[src/rtl/core/ntew_pkg.sv]
// Package: widths, codes, enums and command/status structs for the number speller.
`default_nettype none

package ntew_pkg;

    localparam int VALUE_W   = 40;
    localparam int DIGITS    = 12;
    localparam int BCD_W     = DIGITS * 4;
    localparam int GROUP_W   = 12;
    localparam int GROUPS    = 4;
    localparam int GRP_IDX_W = 2;
    localparam int CODE_W    = 5;
    localparam int CNT_W     = $clog2(VALUE_W);

    localparam logic [VALUE_W-1:0] VALUE_MAX = 40'd999999999999;

    localparam logic [CODE_W-1:0] CODE_ZERO       = 5'd0;
    localparam logic [CODE_W-1:0] CODE_TEN        = 5'd10;
    localparam logic [CODE_W-1:0] CODE_TENS_ADJ   = 5'd18;  // twenty sits at tens digit 2
    localparam logic [CODE_W-1:0] CODE_HUNDRED    = 5'd28;
    localparam logic [CODE_W-1:0] CODE_SCALE_BASE = 5'd28;

    typedef enum logic [1:0] {
        ST_IDLE,
        ST_CONV,
        ST_SPECIAL,
        ST_EMIT
    } ctrl_state_t;

    typedef enum logic [2:0] {
        PH_HDIG,
        PH_HWORD,
        PH_REST,
        PH_ONES,
        PH_SCALE
    } phase_t;

    typedef enum logic [2:0] {
        TOK_HDIG,
        TOK_HUNDRED,
        TOK_REST,
        TOK_ONES,
        TOK_SCALE,
        TOK_ZERO,
        TOK_ERR
    } tok_t;

    typedef struct packed {
        logic                 load;
        logic                 shift;
        logic                 emit;
        tok_t                 tok;
        logic                 last;
        logic [GRP_IDX_W-1:0] grp;
    } dp_cmd_t;

    typedef struct packed {
        logic oor;
        logic zero;
        logic hund_nz;
        logic rest_nz;
        logic teen;
        logic ones_nz;
        logic grp_nz;
        logic lower_zero;
    } dp_stat_t;

endpackage

`default_nettype wire

[src/rtl/core/ntew_in_if.sv]
// Input channel: one number to spell per item.
`default_nettype none

interface ntew_in_if
    import ntew_pkg::*;
();
    logic               valid;
    logic               ready;
    logic [VALUE_W-1:0] value;

    modport source (output valid, output value, input ready);
    modport sink   (input valid, input value, output ready);
endinterface

`default_nettype wire

[src/rtl/core/ntew_out_if.sv]
// Output channel: one word token per item.
`default_nettype none

interface ntew_out_if
    import ntew_pkg::*;
();
    logic              valid;
    logic              ready;
    logic [CODE_W-1:0] word_code;
    logic              hyphen_before;
    logic              is_last;
    logic              out_of_range;

    modport source (output valid, output word_code, output hyphen_before,
                    output is_last, output out_of_range, input ready);
    modport sink   (input valid, input word_code, input hyphen_before,
                    input is_last, input out_of_range, output ready);
endinterface

`default_nettype wire

[src/rtl/core/number_to_english_words_top.sv]
// Top level: spells a number as a run of English word tokens.
//
//  channel  dir  payload                                          handshake
//  din      in   value[39:0]                                      valid/ready
//  dout     out  word_code[4:0] hyphen_before is_last out_of_range valid/ready
//
//  One number at a time: the value is accepted, converted to BCD by shift-add-3,
//  then the sequencer steps through the group phases, one step per phase.
//  Zero and out-of-range values skip conversion and give a single token.
//  Reset is asynchronous and clears only the controller; no memories to sweep.
//  A stalled output holds the sequencer; din is ready again once the final
//  token is registered, even while that token still waits on dout.
`default_nettype none

module number_to_english_words_top
    import ntew_pkg::*;
(
    input wire logic  clk,
    input wire logic  rst_n,
    ntew_in_if.sink   din,
    ntew_out_if.source dout
);

    dp_cmd_t  cmd;
    dp_stat_t stat;

    ntew_ctrl u_ctrl (
        .clk       (clk),
        .rst_n     (rst_n),
        .in_valid  (din.valid),
        .in_ready  (din.ready),
        .out_valid (dout.valid),
        .out_ready (dout.ready),
        .stat      (stat),
        .cmd       (cmd)
    );

    ntew_dp u_dp (
        .clk           (clk),
        .value         (din.value),
        .cmd           (cmd),
        .stat          (stat),
        .word_code     (dout.word_code),
        .hyphen_before (dout.hyphen_before),
        .is_last       (dout.is_last),
        .out_of_range  (dout.out_of_range)
    );

endmodule

`default_nettype wire

[src/rtl/core/ntew_dp.sv]
// Datapath: shift-add-3 binary to BCD converter, group decode and token register.
`default_nettype none

module ntew_dp
    import ntew_pkg::*;
(
    input  wire logic               clk,
    input  wire logic [VALUE_W-1:0] value,
    input  wire dp_cmd_t            cmd,
    output dp_stat_t                stat,
    output logic [CODE_W-1:0]       word_code,
    output logic                    hyphen_before,
    output logic                    is_last,
    output logic                    out_of_range
);

    logic [VALUE_W-1:0] value_reg, value_next;
    logic [BCD_W-1:0]   bcd_reg, bcd_next;
    logic [BCD_W-1:0]   bcd_adj;
    logic               oor_reg, oor_next;
    logic               zero_reg, zero_next;

    logic [CODE_W-1:0]  code_reg, code_next;
    logic               hyph_reg, hyph_next;
    logic               last_reg, last_next;
    logic               err_reg, err_next;

    logic [GROUP_W-1:0] grp_bits;
    logic [3:0]         dig_h, dig_t, dig_o;
    logic [GROUPS-1:0]  grp_nz_vec;
    logic [GROUPS-1:0]  lower_mask;
    logic [CODE_W-1:0]  rest_code;

    // add 3 to every digit of five or more before the shift
    always_comb
    begin
        for (int i = 0; i < DIGITS; i++)
        begin
            if (bcd_reg[i*4 +: 4] >= 4'd5)
                bcd_adj[i*4 +: 4] = bcd_reg[i*4 +: 4] + 4'd3;
            else
                bcd_adj[i*4 +: 4] = bcd_reg[i*4 +: 4];
        end
    end

    always_comb
    begin
        value_next = value_reg;
        bcd_next   = bcd_reg;
        oor_next   = oor_reg;
        zero_next  = zero_reg;
        if (cmd.load)
        begin
            value_next = value;
            bcd_next   = '0;
            oor_next   = (value > VALUE_MAX);
            zero_next  = (value == '0);
        end
        else if (cmd.shift)
        begin
            value_next = {value_reg[VALUE_W-2:0], 1'b0};
            bcd_next   = {bcd_adj[BCD_W-2:0], value_reg[VALUE_W-1]};
        end
    end

    always_comb
    begin
        for (int g = 0; g < GROUPS; g++)
            grp_nz_vec[g] = |bcd_reg[g*GROUP_W +: GROUP_W];
    end

    assign grp_bits   = bcd_reg[cmd.grp*GROUP_W +: GROUP_W];
    assign dig_h      = grp_bits[11:8];
    assign dig_t      = grp_bits[7:4];
    assign dig_o      = grp_bits[3:0];
    assign lower_mask = (GROUPS'(1) << cmd.grp) - GROUPS'(1);

    always_comb
    begin
        stat.oor        = oor_reg;
        stat.zero       = zero_reg;
        stat.hund_nz    = (dig_h != 4'd0);
        stat.rest_nz    = (dig_t != 4'd0) || (dig_o != 4'd0);
        stat.teen       = (dig_t < 4'd2);
        stat.ones_nz    = (dig_o != 4'd0);
        stat.grp_nz     = grp_nz_vec[cmd.grp];
        stat.lower_zero = ((grp_nz_vec & lower_mask) == '0);
    end

    // below twenty: ten plus ones for the teens; otherwise a tens word
    always_comb
    begin
        if (dig_t < 4'd2)
            rest_code = dig_t[0] ? (CODE_TEN + {1'b0, dig_o}) : {1'b0, dig_o};
        else
            rest_code = CODE_TENS_ADJ + {1'b0, dig_t};
    end

    always_comb
    begin
        code_next = code_reg;
        hyph_next = hyph_reg;
        last_next = last_reg;
        err_next  = err_reg;
        if (cmd.emit)
        begin
            hyph_next = 1'b0;
            last_next = cmd.last;
            err_next  = 1'b0;
            unique case (cmd.tok)
                TOK_HDIG:    code_next = {1'b0, dig_h};
                TOK_HUNDRED: code_next = CODE_HUNDRED;
                TOK_REST:    code_next = rest_code;
                TOK_ONES:
                begin
                    code_next = {1'b0, dig_o};
                    hyph_next = 1'b1;
                end
                TOK_SCALE:   code_next = CODE_SCALE_BASE + {{(CODE_W-GRP_IDX_W){1'b0}}, cmd.grp};
                TOK_ZERO:    code_next = CODE_ZERO;
                TOK_ERR:
                begin
                    code_next = CODE_ZERO;
                    err_next  = 1'b1;
                end
                default:     code_next = CODE_ZERO;
            endcase
        end
    end

    always_ff @(posedge clk)
    begin
        value_reg <= value_next;
        bcd_reg   <= bcd_next;
        oor_reg   <= oor_next;
        zero_reg  <= zero_next;
        code_reg  <= code_next;
        hyph_reg  <= hyph_next;
        last_reg  <= last_next;
        err_reg   <= err_next;
    end

    assign word_code     = code_reg;
    assign hyphen_before = hyph_reg;
    assign is_last       = last_reg;
    assign out_of_range  = err_reg;

endmodule

`default_nettype wire

[src/rtl/core/ntew_ctrl.sv]
// Controller: conversion counter and group/phase sequencer for token emission.
`default_nettype none

module ntew_ctrl
    import ntew_pkg::*;
(
    input  wire logic     clk,
    input  wire logic     rst_n,
    input  wire logic     in_valid,
    output logic          in_ready,
    output logic          out_valid,
    input  wire logic     out_ready,
    input  wire dp_stat_t stat,
    output dp_cmd_t       cmd
);

    localparam logic [CNT_W-1:0] CntLast = CNT_W'(VALUE_W - 1);

    ctrl_state_t          state_reg, state_next;
    phase_t               phase_reg, phase_next;
    logic [CNT_W-1:0]     cnt_reg, cnt_next;
    logic [GRP_IDX_W-1:0] grp_reg, grp_next;
    logic                 out_valid_reg, out_valid_next;
    logic                 slot_free;
    logic                 end_grp;

    assign slot_free = !out_valid_reg || out_ready;
    assign end_grp   = (grp_reg == '0);

    always_ff @(posedge clk or negedge rst_n)
    begin
        if (!rst_n)
        begin
            state_reg     <= ST_IDLE;
            phase_reg     <= PH_HDIG;
            cnt_reg       <= '0;
            grp_reg       <= '0;
            out_valid_reg <= 1'b0;
        end
        else
        begin
            state_reg     <= state_next;
            phase_reg     <= phase_next;
            cnt_reg       <= cnt_next;
            grp_reg       <= grp_next;
            out_valid_reg <= out_valid_next;
        end
    end

    always_comb
    begin
        state_next = state_reg;
        phase_next = phase_reg;
        cnt_next   = cnt_reg;
        grp_next   = grp_reg;
        cmd.load   = 1'b0;
        cmd.shift  = 1'b0;
        cmd.emit   = 1'b0;
        cmd.tok    = TOK_HDIG;
        cmd.last   = 1'b0;
        cmd.grp    = grp_reg;

        unique case (state_reg)
            ST_IDLE:
            begin
                if (in_valid)
                begin
                    cmd.load   = 1'b1;
                    cnt_next   = '0;
                    state_next = ST_CONV;
                end
            end
            ST_CONV:
            begin
                if (stat.oor || stat.zero)
                    state_next = ST_SPECIAL;
                else
                begin
                    cmd.shift = 1'b1;
                    cnt_next  = cnt_reg + CNT_W'(1);
                    if (cnt_reg == CntLast)
                    begin
                        grp_next   = GRP_IDX_W'(GROUPS - 1);
                        phase_next = PH_HDIG;
                        state_next = ST_EMIT;
                    end
                end
            end
            ST_SPECIAL:
            begin
                if (slot_free)
                begin
                    cmd.emit   = 1'b1;
                    cmd.tok    = stat.oor ? TOK_ERR : TOK_ZERO;
                    cmd.last   = 1'b1;
                    state_next = ST_IDLE;
                end
            end
            ST_EMIT:
            begin
                if (slot_free)
                begin
                    unique case (phase_reg)
                        PH_HDIG:
                        begin
                            if (!stat.grp_nz)
                            begin
                                // empty group: no tokens, move down
                                if (end_grp)
                                    state_next = ST_IDLE;
                                grp_next = grp_reg - GRP_IDX_W'(1);
                            end
                            else
                            begin
                                cmd.emit   = stat.hund_nz;
                                cmd.tok    = TOK_HDIG;
                                phase_next = PH_HWORD;
                            end
                        end
                        PH_HWORD:
                        begin
                            cmd.emit   = stat.hund_nz;
                            cmd.tok    = TOK_HUNDRED;
                            cmd.last   = !stat.rest_nz && end_grp;
                            phase_next = PH_REST;
                        end
                        PH_REST:
                        begin
                            cmd.emit   = stat.rest_nz;
                            cmd.tok    = TOK_REST;
                            cmd.last   = end_grp && (stat.teen || !stat.ones_nz);
                            phase_next = PH_ONES;
                        end
                        PH_ONES:
                        begin
                            cmd.emit   = stat.rest_nz && !stat.teen && stat.ones_nz;
                            cmd.tok    = TOK_ONES;
                            cmd.last   = end_grp;
                            phase_next = PH_SCALE;
                        end
                        PH_SCALE:
                        begin
                            cmd.emit   = !end_grp;
                            cmd.tok    = TOK_SCALE;
                            cmd.last   = stat.lower_zero;
                            phase_next = PH_HDIG;
                            if (end_grp)
                                state_next = ST_IDLE;
                            grp_next = grp_reg - GRP_IDX_W'(1);
                        end
                        default:
                        begin
                            phase_next = PH_HDIG;
                        end
                    endcase
                    if (cmd.emit && cmd.last)
                        state_next = ST_IDLE;
                end
            end
            default:
            begin
                state_next = ST_IDLE;
            end
        endcase
    end

    always_comb
    begin
        if (cmd.emit)
            out_valid_next = 1'b1;
        else if (out_ready)
            out_valid_next = 1'b0;
        else
            out_valid_next = out_valid_reg;
    end

    assign in_ready  = (state_reg == ST_IDLE);
    assign out_valid = out_valid_reg;

`ifndef NO_ASSERTIONS
    a_emit_slot: assert property (@(posedge clk) disable iff (!rst_n)
        cmd.emit |-> (!out_valid_reg || out_ready))
        else $error("token issued while output slot occupied");

    a_last_ends: assert property (@(posedge clk) disable iff (!rst_n)
        (cmd.emit && cmd.last) |=> (state_reg == ST_IDLE))
        else $error("sequencer kept running after final token");

    a_accept_conv: assert property (@(posedge clk) disable iff (!rst_n)
        (in_valid && in_ready) |=> (state_reg == ST_CONV) && (cnt_reg == '0))
        else $error("accepted item did not start conversion");

    a_cnt_bound: assert property (@(posedge clk) disable iff (!rst_n)
        (state_reg == ST_CONV) |-> (cnt_reg <= CntLast))
        else $error("conversion counter overran");
`endif

endmodule

`default_nettype wire

[src/flat_wrapper.sv]
// flat-port wrapper written by rule: the top's interface ports become plain ports
module number_to_english_words_top_flat import ntew_pkg::*;
  (clk, rst_n, din_valid, din_value, din_ready, dout_valid, dout_word_code, dout_hyphen_before, dout_is_last, dout_out_of_range, dout_ready);
  ntew_in_if din_i ();
  ntew_out_if dout_i ();
  input wire logic clk;
  input wire logic rst_n;
  input wire logic [$bits(din_i.valid)-1:0] din_valid;
  input wire logic [$bits(din_i.value)-1:0] din_value;
  output wire logic [$bits(din_i.ready)-1:0] din_ready;
  output wire logic [$bits(dout_i.valid)-1:0] dout_valid;
  output wire logic [$bits(dout_i.word_code)-1:0] dout_word_code;
  output wire logic [$bits(dout_i.hyphen_before)-1:0] dout_hyphen_before;
  output wire logic [$bits(dout_i.is_last)-1:0] dout_is_last;
  output wire logic [$bits(dout_i.out_of_range)-1:0] dout_out_of_range;
  input wire logic [$bits(dout_i.ready)-1:0] dout_ready;
  assign din_i.valid = din_valid;
  assign din_i.value = din_value;
  assign din_ready = din_i.ready;
  assign dout_valid = dout_i.valid;
  assign dout_word_code = dout_i.word_code;
  assign dout_hyphen_before = dout_i.hyphen_before;
  assign dout_is_last = dout_i.is_last;
  assign dout_out_of_range = dout_i.out_of_range;
  assign dout_i.ready = dout_ready;
  number_to_english_words_top u_core (.clk(clk), .rst_n(rst_n), .din(din_i), .dout(dout_i));
endmodule
[config.mk]
export PLATFORM = sky130hd
export DESIGN_NAME = number_to_english_words_top_flat
export DESIGN_NICKNAME = d
export VERILOG_FILES = /design/src/rtl/core/ntew_pkg.sv /design/src/rtl/core/ntew_in_if.sv /design/src/rtl/core/ntew_out_if.sv /design/src/rtl/core/number_to_english_words_top.sv /design/src/rtl/core/ntew_dp.sv /design/src/rtl/core/ntew_ctrl.sv /design/src/flat_wrapper.sv
export SDC_FILE = /design/constraint.sdc
export NUM_CORES = 1
export LEC_CHECK = 0
export BUFFER_PORTS_ARGS = -buffer_cell sky130_fd_sc_hd__buf_4
export CELL_PAD_IN_SITES_DETAIL_PLACEMENT = 1
export CELL_PAD_IN_SITES_GLOBAL_PLACEMENT = 2
export CORE_MARGIN = 1
export CORE_UTILIZATION = 40
export CTS_BUF_LIST = sky130_fd_sc_hd__clkbuf_4 sky130_fd_sc_hd__clkbuf_8
export CTS_CLUSTER_SIZE = 25
export DETAILED_ROUTE_END_ITERATION = 8
export PLACE_DENSITY_LB_ADDON = 0.1
export RECOVER_POWER = 50
export SYNTH_ARGS = -nofsm -noshare
export SYNTH_HDL_FRONTEND = slang
export SYNTH_HIERARCHICAL = 1
export SYNTH_SLANG_ARGS = --single-unit
[constraint.sdc]
create_clock -name clk -period 3.25 [get_ports clk]
set_input_delay 0.4875 -clock clk [delete_from_list [all_inputs] [get_ports clk]]
set_output_delay 0.4875 -clock clk [all_outputs]
set_load 0.03 [all_outputs]
=== After elaboration in Yosys (flattened, before gate mapping) ===
Index checks and enable logic that the tools add are counted.

* Output and inout bits: 10
* Register bits after elaboration: 112
* Logic and storage cells: 171
* Input bits: 44

* Bitwise logic cells: 1
* Mux-type cells: 62
* Order comparisons: 15
* Add/subtract/negate cells: 18
* $mul: 1
* Eq/ne operators: 24
* Shift-type cells: 2
* Reductions and logical operators: 35

{| class="wikitable"
|+ Operators with widths
! cell !! number
|-
| 2-to-1 mux 40 bit || 2
|-
| 2-to-1 mux 4 bit || 14
|-
| >= comparator 4 x 3 -> 1 bit, second input constant || 12
|-
| OR reduction 12 bit || 4
|-
| variable part select 48 x 7 -> 12 bit || 1
|-
| adder 4 x 2 -> 4 bit, second input constant || 11
|-
| greater-than comparator 40 bit, second input constant || 1
|-
| zero test 40 bit || 1
|-
| case mux 5 bit (5 select lines) || 1
|-
| 2-to-1 mux 2 bit || 12
|-
| 2-to-1 mux 5 bit || 4
|-
| case mux 4 bit (5 select lines) || 1
|-
| 2-to-1 mux 3 bit || 5
|-
| equality test 3 x 2 -> 1 bit, second input constant || 4
|-
| 2-to-1 mux 6 bit || 2
|-
| case mux 2 bit (2 select lines) || 3
|-
| case mux 3 bit (4 select lines) || 1
|-
| case mux 6 bit (2 select lines) || 1
|-
| AND reduction 6 bit || 2
|-
| nonzero test 4 bit || 3
|-
| 2-to-1 mux 1 bit || 11
|-
| != test 2 bit, second input constant || 5
|-
| case mux 5 bit (2 select lines) || 1
|-
| equality test 3 bit, second input constant || 3
|-
| other kinds (33) || 53
|}

=== Depth between registers and ports, before layout ===
Gate-level depths: netlist (run 1).

* Word-level depth: 13
* Depth in mapped cells: 11
* Gate-level depth less buffers: 11

=== Modules after synthesis ===
The synthesis (run 1) kept the hierarchy.

{| class="wikitable"
|+ Modules (own cells, without submodules)
! module !! cells an instance !! area each (µm²) !! sequential area each (µm²) !! instances
|-
| ntew_dp || 554 || 5835.6 || 2462.4 || 1
|-
| ntew_ctrl || 104 || 890.9 || 350.3 || 1
|}

=== Worst setup path before layout (run 1) ===
Ideal clock, no wire load.

* Path type: register to register
* Start: reg u_core.u_ctrl.state_reg[1]
* End: reg u_core.u_dp.value_reg[0] (enable)
* Data required time: 2870 ps
* Buffers on the path: 3
* Slack: 324 ps
* Arrival: 2547 ps
* Library setup time: 380 ps
* Clock period less this slack: 2926 ps
* Cell stages (with the launch flop): 8
* Cell sequence: dfrtp_1 buf_2 nor2_1 nand2_1 inv_1 clkbuf_1 clkbuf_1 or2_2

{| class="wikitable"
|+ RTL lines
! item !! RTL line !! text
|-
| start, declared || ntew_ctrl.sv:19 || <nowiki>ctrl_state_t state_reg, state_next;</nowiki>
|-
| start signal, assigned || ntew_ctrl.sv:42 || <nowiki>state_reg <= state_next;</nowiki>
|-
| end signal, assigned || ntew_dp.sv:133 || <nowiki>value_reg <= value_next;</nowiki>
|-
| end, declared || ntew_dp.sv:17 || <nowiki>logic [VALUE_W-1:0] value_reg, value_next;</nowiki>
|}

==> flow_summary_export.csv, run 1 <==
group,metric,value,unit
grt,track_usage,0.201,
floorplan,die_h,132,microns
place,portBuffers,53,
finish,fill_cells,1846,
finish,areaGrowthSynthToFinish,10.5,%
finish,fin_nets,781,
sta,slew_headroom,0.243,
finish,finalInstanceArea,7430,sq um
pwr,combPwrFrac,0.318,
sta,hold_violations,0,
worst_setup_path,path_cells,"inv_1, ha_1, nor4b_1, nand4_1, mux4_1, o21ai_1, o22ai_1, a21oi_1, a21oi_1, or2_1",
synth,yosysWarnings,6,
pwr,power_density,575,nW/um^2
synth,synthDominantCellAreaShare,0.223,
worst_setup_path,cp-start-kind,"flop",
pwr,p_int,0.00276,W
synth,syn-cell-area,6730,sq um
finish,drive_above_1_share,0.162,
floorplan,start_util,0.407,
routing,num_vias,5050,
cts,insertion_delay,0.40,ns
floorplan,io_pins,54,
synth,synth.distinct_cells,61,
floorplan,rows,47,
place,dp_hpwl,12200,microns
synth,ys_ff_latch,112,
grt,grt_max_degree,91,
routing,initialDrtViolationCount,249,
routing,remaining_drc_errors,0,
sta,max_clock_freq,342,MHz
grt,grt_pass1_wl,27700,microns
synth,synth_flop_cell,"edfxtp_1",
sta,fin_crit_sh,0.899,
worst_setup_path,crit_path_max_fanout,9,
sta,setup_tns,0,ns
routing,wire_per_inst,18.0,microns
synth,synth_area_leaders,"edfxtp_1, dfxtp_1, ha_1, mux2_2, dfrtp_1",
pwr,vdd_drop_max,0.000282,V
job,max_cap_viol_count,0,
synth,netlist_instances,658,
grt,gr-total-overflow,0,
sta,drv_slew,0,
worst_setup_path,critPathRequiredTime,3.53,ns
cts,clkTransAtPathRegs,0.11,ns
pwr,power.clock.fraction,0.187,
synth,synth_area_per_cell,10.2,sq um
sta,setup_violations,0,
sta,tightest_slew,1.14,ns
cts,cts_sinks,112,
cts,cts_buffers,9,
cts,postCtsSetupBuffers,0,
place,gp_congestion,0.833,
cts,clockRootBuffer,"clkbuf_8",
sta,fin_skew,0.0107,ns
worst_setup_path,critical_path_class,"reg2reg",
routing,drt_first_pass_iters,4,
cts,h-tree-depth,3,
floorplan,die-area,17300,sq um
worst_setup_path,max_stage_delay,0.62,ns
synth,syn_nets,741,
worst_setup_path,arrival,3.21,ns
worst_setup_path,path_common_cell,"a21oi_1",
worst_setup_path,critPathSlowestCell,"mux4_1",
cts,cts_buffer_depth,2,
grt,grt_pass1_vias,5290,
outcome,status,"finished, final reports clean",
sta,grt_setup_unrepaired,"false",
routing,avgViaCountPerCell,5.47,
hold_path,min_path_type,"in2reg",
worst_setup_path,endpoint_kind,"flop",
synth,yosysTopAreaCell,"edfxtp_1",
synth,yosysSeqAreaShare,0.418,
pwr,p_seq_frac,0.494,
finish,diodes,0,
routing,ant_nets,0,
pwr,swShare,0.354,
synth,async_reset_ff_frac,0.125,
synth,synth_edf_count,50,
sta,min_period,2.92,ns
pwr,switching_power,0.00152,W
floorplan,die_x,132,microns
cts,cts_tree,"done",
finish,largest_register_ffs,48,
place,post_dp_cell_area,7320,sq um
routing,drt-total-wl,16600,microns
floorplan,fp.coreArea,16500,sq um
pwr,p_leak,2.78,nW
grt,antenna_found_initial,0,
[cell type report]
cell class                      count  area, sq um  area share
Sequential cell                   112         2810       0.379
Clock buffer                        9          124      0.0167
Tap cell                          220          275      0.0370
Timing Repair Buffer               62          429      0.0577
Inverter                           36          135      0.0182
Clock inverter                      7         55.1     0.00741
Multi-Input combinational cell    477         3600       0.484
[power groups by stage]
| stage | sequential (W) | combinational, W | clock, W |
|---|---|---|---|
| floorplan | 0.00207 | 0.00110 | 0 |
| global placement | 0.00213 | 0.00140 | 0 |
| detailed placement | 0.00215 | 0.00144 | 0 |
| CTS | 0.00212 | 0.00144 | 0.000846 |
| global route | 0.00216 | 0.00150 | 0.000889 |
| finish | 0.00211 | 0.00136 | 0.000801 |
[worst max-delay path, delay by kind of cell, from the launching register on]
family | cells | cell delay (ns)
compound gates | 4 | 0.72
fa+ha+maj | 1 | 0.16
buf+inv | 1 | 0.14
flops | 1 | 0.38
mux | 1 | 0.62
simple gates | 3 | 0.79
[timing repair]
action                                 4_1_cts  5_1_grt
hold buffers                                 1        0
endpoints found under the hold margin       14        0
resized for setup                            0        1
setup endpoints to repair                    0        1
[cells in the mapped netlist, drive strengths merged, types with 2 or more instances]
| cell | instances |
|---|---|
| clkbuf | 19 |
| a21oi | 49 |
| nand2b | 40 |
| a21o | 13 |
| o221ai | 2 |
| nand2 | 42 |
| nor3b | 2 |
| nor2 | 35 |
| buf | 14 |
| xor2 | 3 |
| o21a | 5 |
| xnor2 | 26 |
| nor2b | 2 |
| and4 | 2 |
| mux4 | 13 |
| nor4b | 4 |
| nand3 | 31 |
| mux2 | 39 |
| a31oi | 2 |
| inv | 36 |
| o21ai | 36 |
| nand4 | 13 |
| nor4 | 9 |
| dfrtp | 14 |
| o22ai | 2 |
| dfxtp | 48 |
| or3 | 3 |
| edfxtp | 50 |
| and2 | 2 |
| or2 | 2 |
| o41ai | 2 |
| nor3 | 9 |
| mux2i | 20 |
| o211ai | 13 |
| ha | 39 |
| or4 | 3 |
[cell families (layout without fill, tap and decap cells)]
kind of cell | after synthesis | after routing | share of synthesized area
simple gates | 202 | 202 | 0.162
compound gates | 135 | 135 | 0.121
flops | 112 | 112 | 0.418
mux | 72 | 72 | 0.144
buf+inv | 69 | 114 | 0.0445
fa+ha+maj | 39 | 39 | 0.0725
xor+xnor | 29 | 29 | 0.0378
[metal layers]
layer | up-vias | GRT usage | part of all wire
met4 | 0 | 0.0530 | 0.012
met2 | 59 | 0.334 | 0.48
met1 | 2503 | 0.272 | 0.49
li1 | 2473 | - | -
met5 | - | 0 | 0
met3 | 15 | 0.0309 | 0.026
[through the flow]
stage	hold WS (ns)	total power [W]	cells	worst slack [ns]	utilization
2_1_floorplan	0.192	0.00317	658	0.324	-
3_3_place_gp	0.354	0.00353	906	0.239	0.443
3_5_place_dp	0.355	0.00358	906	0.213	0.443
4_1_cts	0.392	0.00440	923	0.170	0.454
5_1_grt	0.396	0.00455	923	0.104	0.450
6_report	0.407	0.00428	923	0.327	0.450
[final timing paths]
kind                                           startpoint                       end  slack, ns  cells past startpoint
min in group asynchronous                           rst_n  u_core/u_ctrl/cnt_reg[1]       0.68                      2
max in group asynchronous                           rst_n  u_core/u_ctrl/grp_reg[1]       2.01                      2
worst max register to register    u_core/u_dp/bcd_reg[20]   u_core/u_ctrl/out_valid       0.33                     10
worst max-delay path              u_core/u_dp/bcd_reg[20]   u_core/u_ctrl/out_valid       0.33                     10
worst min-delay path                         din_value[0]  u_core/u_dp/value_reg[0]       0.41                      2
worst min register to register  u_core/u_dp/value_reg[39]    u_core/u_dp/bcd_reg[0]       0.50                      2
[cells in the final DEF, fill, tap and decap left out, types with 20 or more instances in the layout]
cell type / instances
ha_1: 39
edfxtp_1: 50
nand2_1: 42
mux2i_1: 20
a21oi_1: 49
o21ai_0: 34
inv_1: 35
mux2_2: 39
dfxtp_1: 48
xnor2_1: 26
nor2_1: 33
buf_4: 45
nand2b_1: 40
nand3_1: 31
Power figures use the tool's default switching activity.
==> run 2: changes to the inputs <==
Settings changed: CTS_BUF_LIST sky130_fd_sc_hd__clkbuf_4 sky130_fd_sc_hd__clkbuf_8 to sky130_fd_sc_hd__clkbuf_16.
==> run 2 against run 1 <==
Compared with the run above:
- critical endpoint unchanged
- cell count stayed put
- highest routed layer unchanged
- utilization is 0.61 points higher
- worst setup slack worse by 0.0090 ns
- first-iteration DRC count is 9.6% higher
==> flow_summary_export.csv, run 2 (synthesized netlist as in run 1, its figures left out) <==
group,metric,value,unit
floorplan,die-area,17300,sq um
finish,fin_util,0.456,
finish,areaGrowthSynthToFinish,12.0,%
sta,max_clock_freq,341,MHz
routing,wire_per_inst,18.2,microns
routing,num_vias,5060,
floorplan,die_h,132,microns
worst_setup_path,arrival,3.17,ns
finish,largest_register_ffs,48,
place,portBuffers,53,
hold_path,min_path_type,"in2reg",
routing,drt-total-wl,16800,microns
grt,grt_max_degree,91,
worst_setup_path,rr_worst_depth,10,
grt,grt_pass1_wl,27800,microns
finish,layout_common_cells,"edfxtp_1, a21oi_1, dfxtp_1, buf_4, nand2_1",
hold_path,holdPathStages,2,
floorplan,rows,47,
routing,initialDrtViolationCount,273,
worst_setup_path,r2r_start,"u_core/u_dp/bcd_reg[20]",
sta,drv_slew,0,
grt,gr-total-overflow,0,
sta,min_period,2.93,ns
routing,drt_first_pass_iters,4,
finish,finalInstanceArea,7530,sq um
hold_path,min_from,"din_value[0]",
cts,cts_tree,"done",
sta,fin_crit_sh,0.902,
cts,cts_buffers,9,
routing,avgViaCountPerCell,5.48,
sta,setup_tns,0,ns
sta,grt_setup_unrepaired,"false",
pwr,vdd_drop_max,0.000327,V
floorplan,fp.coreArea,16500,sq um
floorplan,start_util,0.407,
finish,drive_above_1_share,0.162,
cts,h-tree-depth,3,
worst_setup_path,endpoint_kind,"flop",
finish,diodes,0,
cts,clockRootBuffer,"clkbuf_16",
sta,slew_headroom,0.236,
sta,tightest_slew,1.15,ns
worst_setup_path,r2r_setup_slack,0.32,ns
place,dp_hpwl,12200,microns
job,max_cap_viol_count,0,
finish,fin_nets,781,
grt,grt_pass1_vias,5284,
floorplan,io_pins,54,
worst_setup_path,rr_endpoint,"u_core/u_ctrl/out_valid",
pwr,p_leak,2.83,nW
hold_path,whs_endpoint,"u_core/u_dp/value_reg[0]",
cts,cts_buffer_depth,2,
routing,remaining_drc_errors,0,
worst_setup_path,crit_path_max_fanout,9,
outcome,status,"finished, final reports clean",
worst_setup_path,critPathRequiredTime,3.49,ns
floorplan,die_x,132,microns
cts,cts_sinks,112,
place,gp_congestion,0.833,
cts,clkTransAtPathRegs,0.08,ns
place,post_dp_cell_area,7320,sq um
grt,track_usage,0.203,
sta,fin_skew,0.00994,ns
sta,hold_violations,0,
worst_setup_path,critical_path_class,"reg2reg",
cts,insertion_delay,0.36,ns
finish,final_common_cell,"edfxtp_1",
sta,setup_violations,0,
routing,ant_nets,0,
pwr,power_density,606,nW/um^2
grt,antenna_found_initial,0,
worst_setup_path,cp-start-kind,"flop",
worst_setup_path,cp-startpoint,"u_core/u_dp/bcd_reg[20]",
-- run 2: critical path, cell delays in order, from the launching register on --
cell,delay [ns]
dfxtp_1,0.37
inv_1,0.14
ha_1,0.16
nor4b_1,0.29
nand4_1,0.21
mux4_1,0.62
o21ai_1,0.15
o22ai_1,0.10
a21oi_1,0.21
a21oi_1,0.26
or2_1,0.30
-- run 2: layout make-up --
type	instances	area, sq um
tap	220	275
clock buffer	9	225
multi-input combinational	477	3600
timing repair buffer	62	429
inverter	36	135
fill	1832	8990
clock inverter	7	55.1
sequential	112	2810
-- run 2: repair_timing --
item                                   4_1_cts  5_1_grt
resized for setup                            0        1
hold buffers                                 1        0
endpoints found under the hold margin       14        0
setup endpoints to repair                    0        1
setup buffers                                0        0
-- run 2: routing by layer --
layer	vias up	global-route usage	part of all wire
met5	-	0	0
met2	68	0.337	0.48
met3	13	0.0297	0.029
met4	0	0.0536	0.013
met1	2504	0.276	0.48
li1	2475	-	-
-- run 2: stage by stage --
stage	hold slack (ns)	total power, W	setup slack (ns)	cells
finish	0.447	0.00456	0.318	923
global route	0.440	0.00484	0.0946	923
CTS	0.434	0.00469	0.158	923
detailed placement	0.355	0.00358	0.213	906
global placement	0.354	0.00353	0.239	906
floorplan	0.192	0.00317	0.324	658
-- run 2: worst max-delay path by stage --
stage | endpoint | slack, ns | cells after the start
floorplan | u_core/u_dp/value_reg[0] | 0.32 | 7
global placement | u_core/u_ctrl/out_valid | 0.24 | 7
detailed placement | u_core/u_ctrl/out_valid | 0.21 | 7
CTS | u_core/u_ctrl/out_valid | 0.16 | 7
global route | u_core/u_ctrl/out_valid | 0.09 | 10
finish | u_core/u_ctrl/out_valid | 0.32 | 10
-- run 2: report_power, final --
part / switching [W] / internal (W)
combinational: 0.000788 / 0.000581
clock: 0.000548 / 0.000529
sequential: 0.000225 / 0.00189
total: 0.00156 / 0.00300
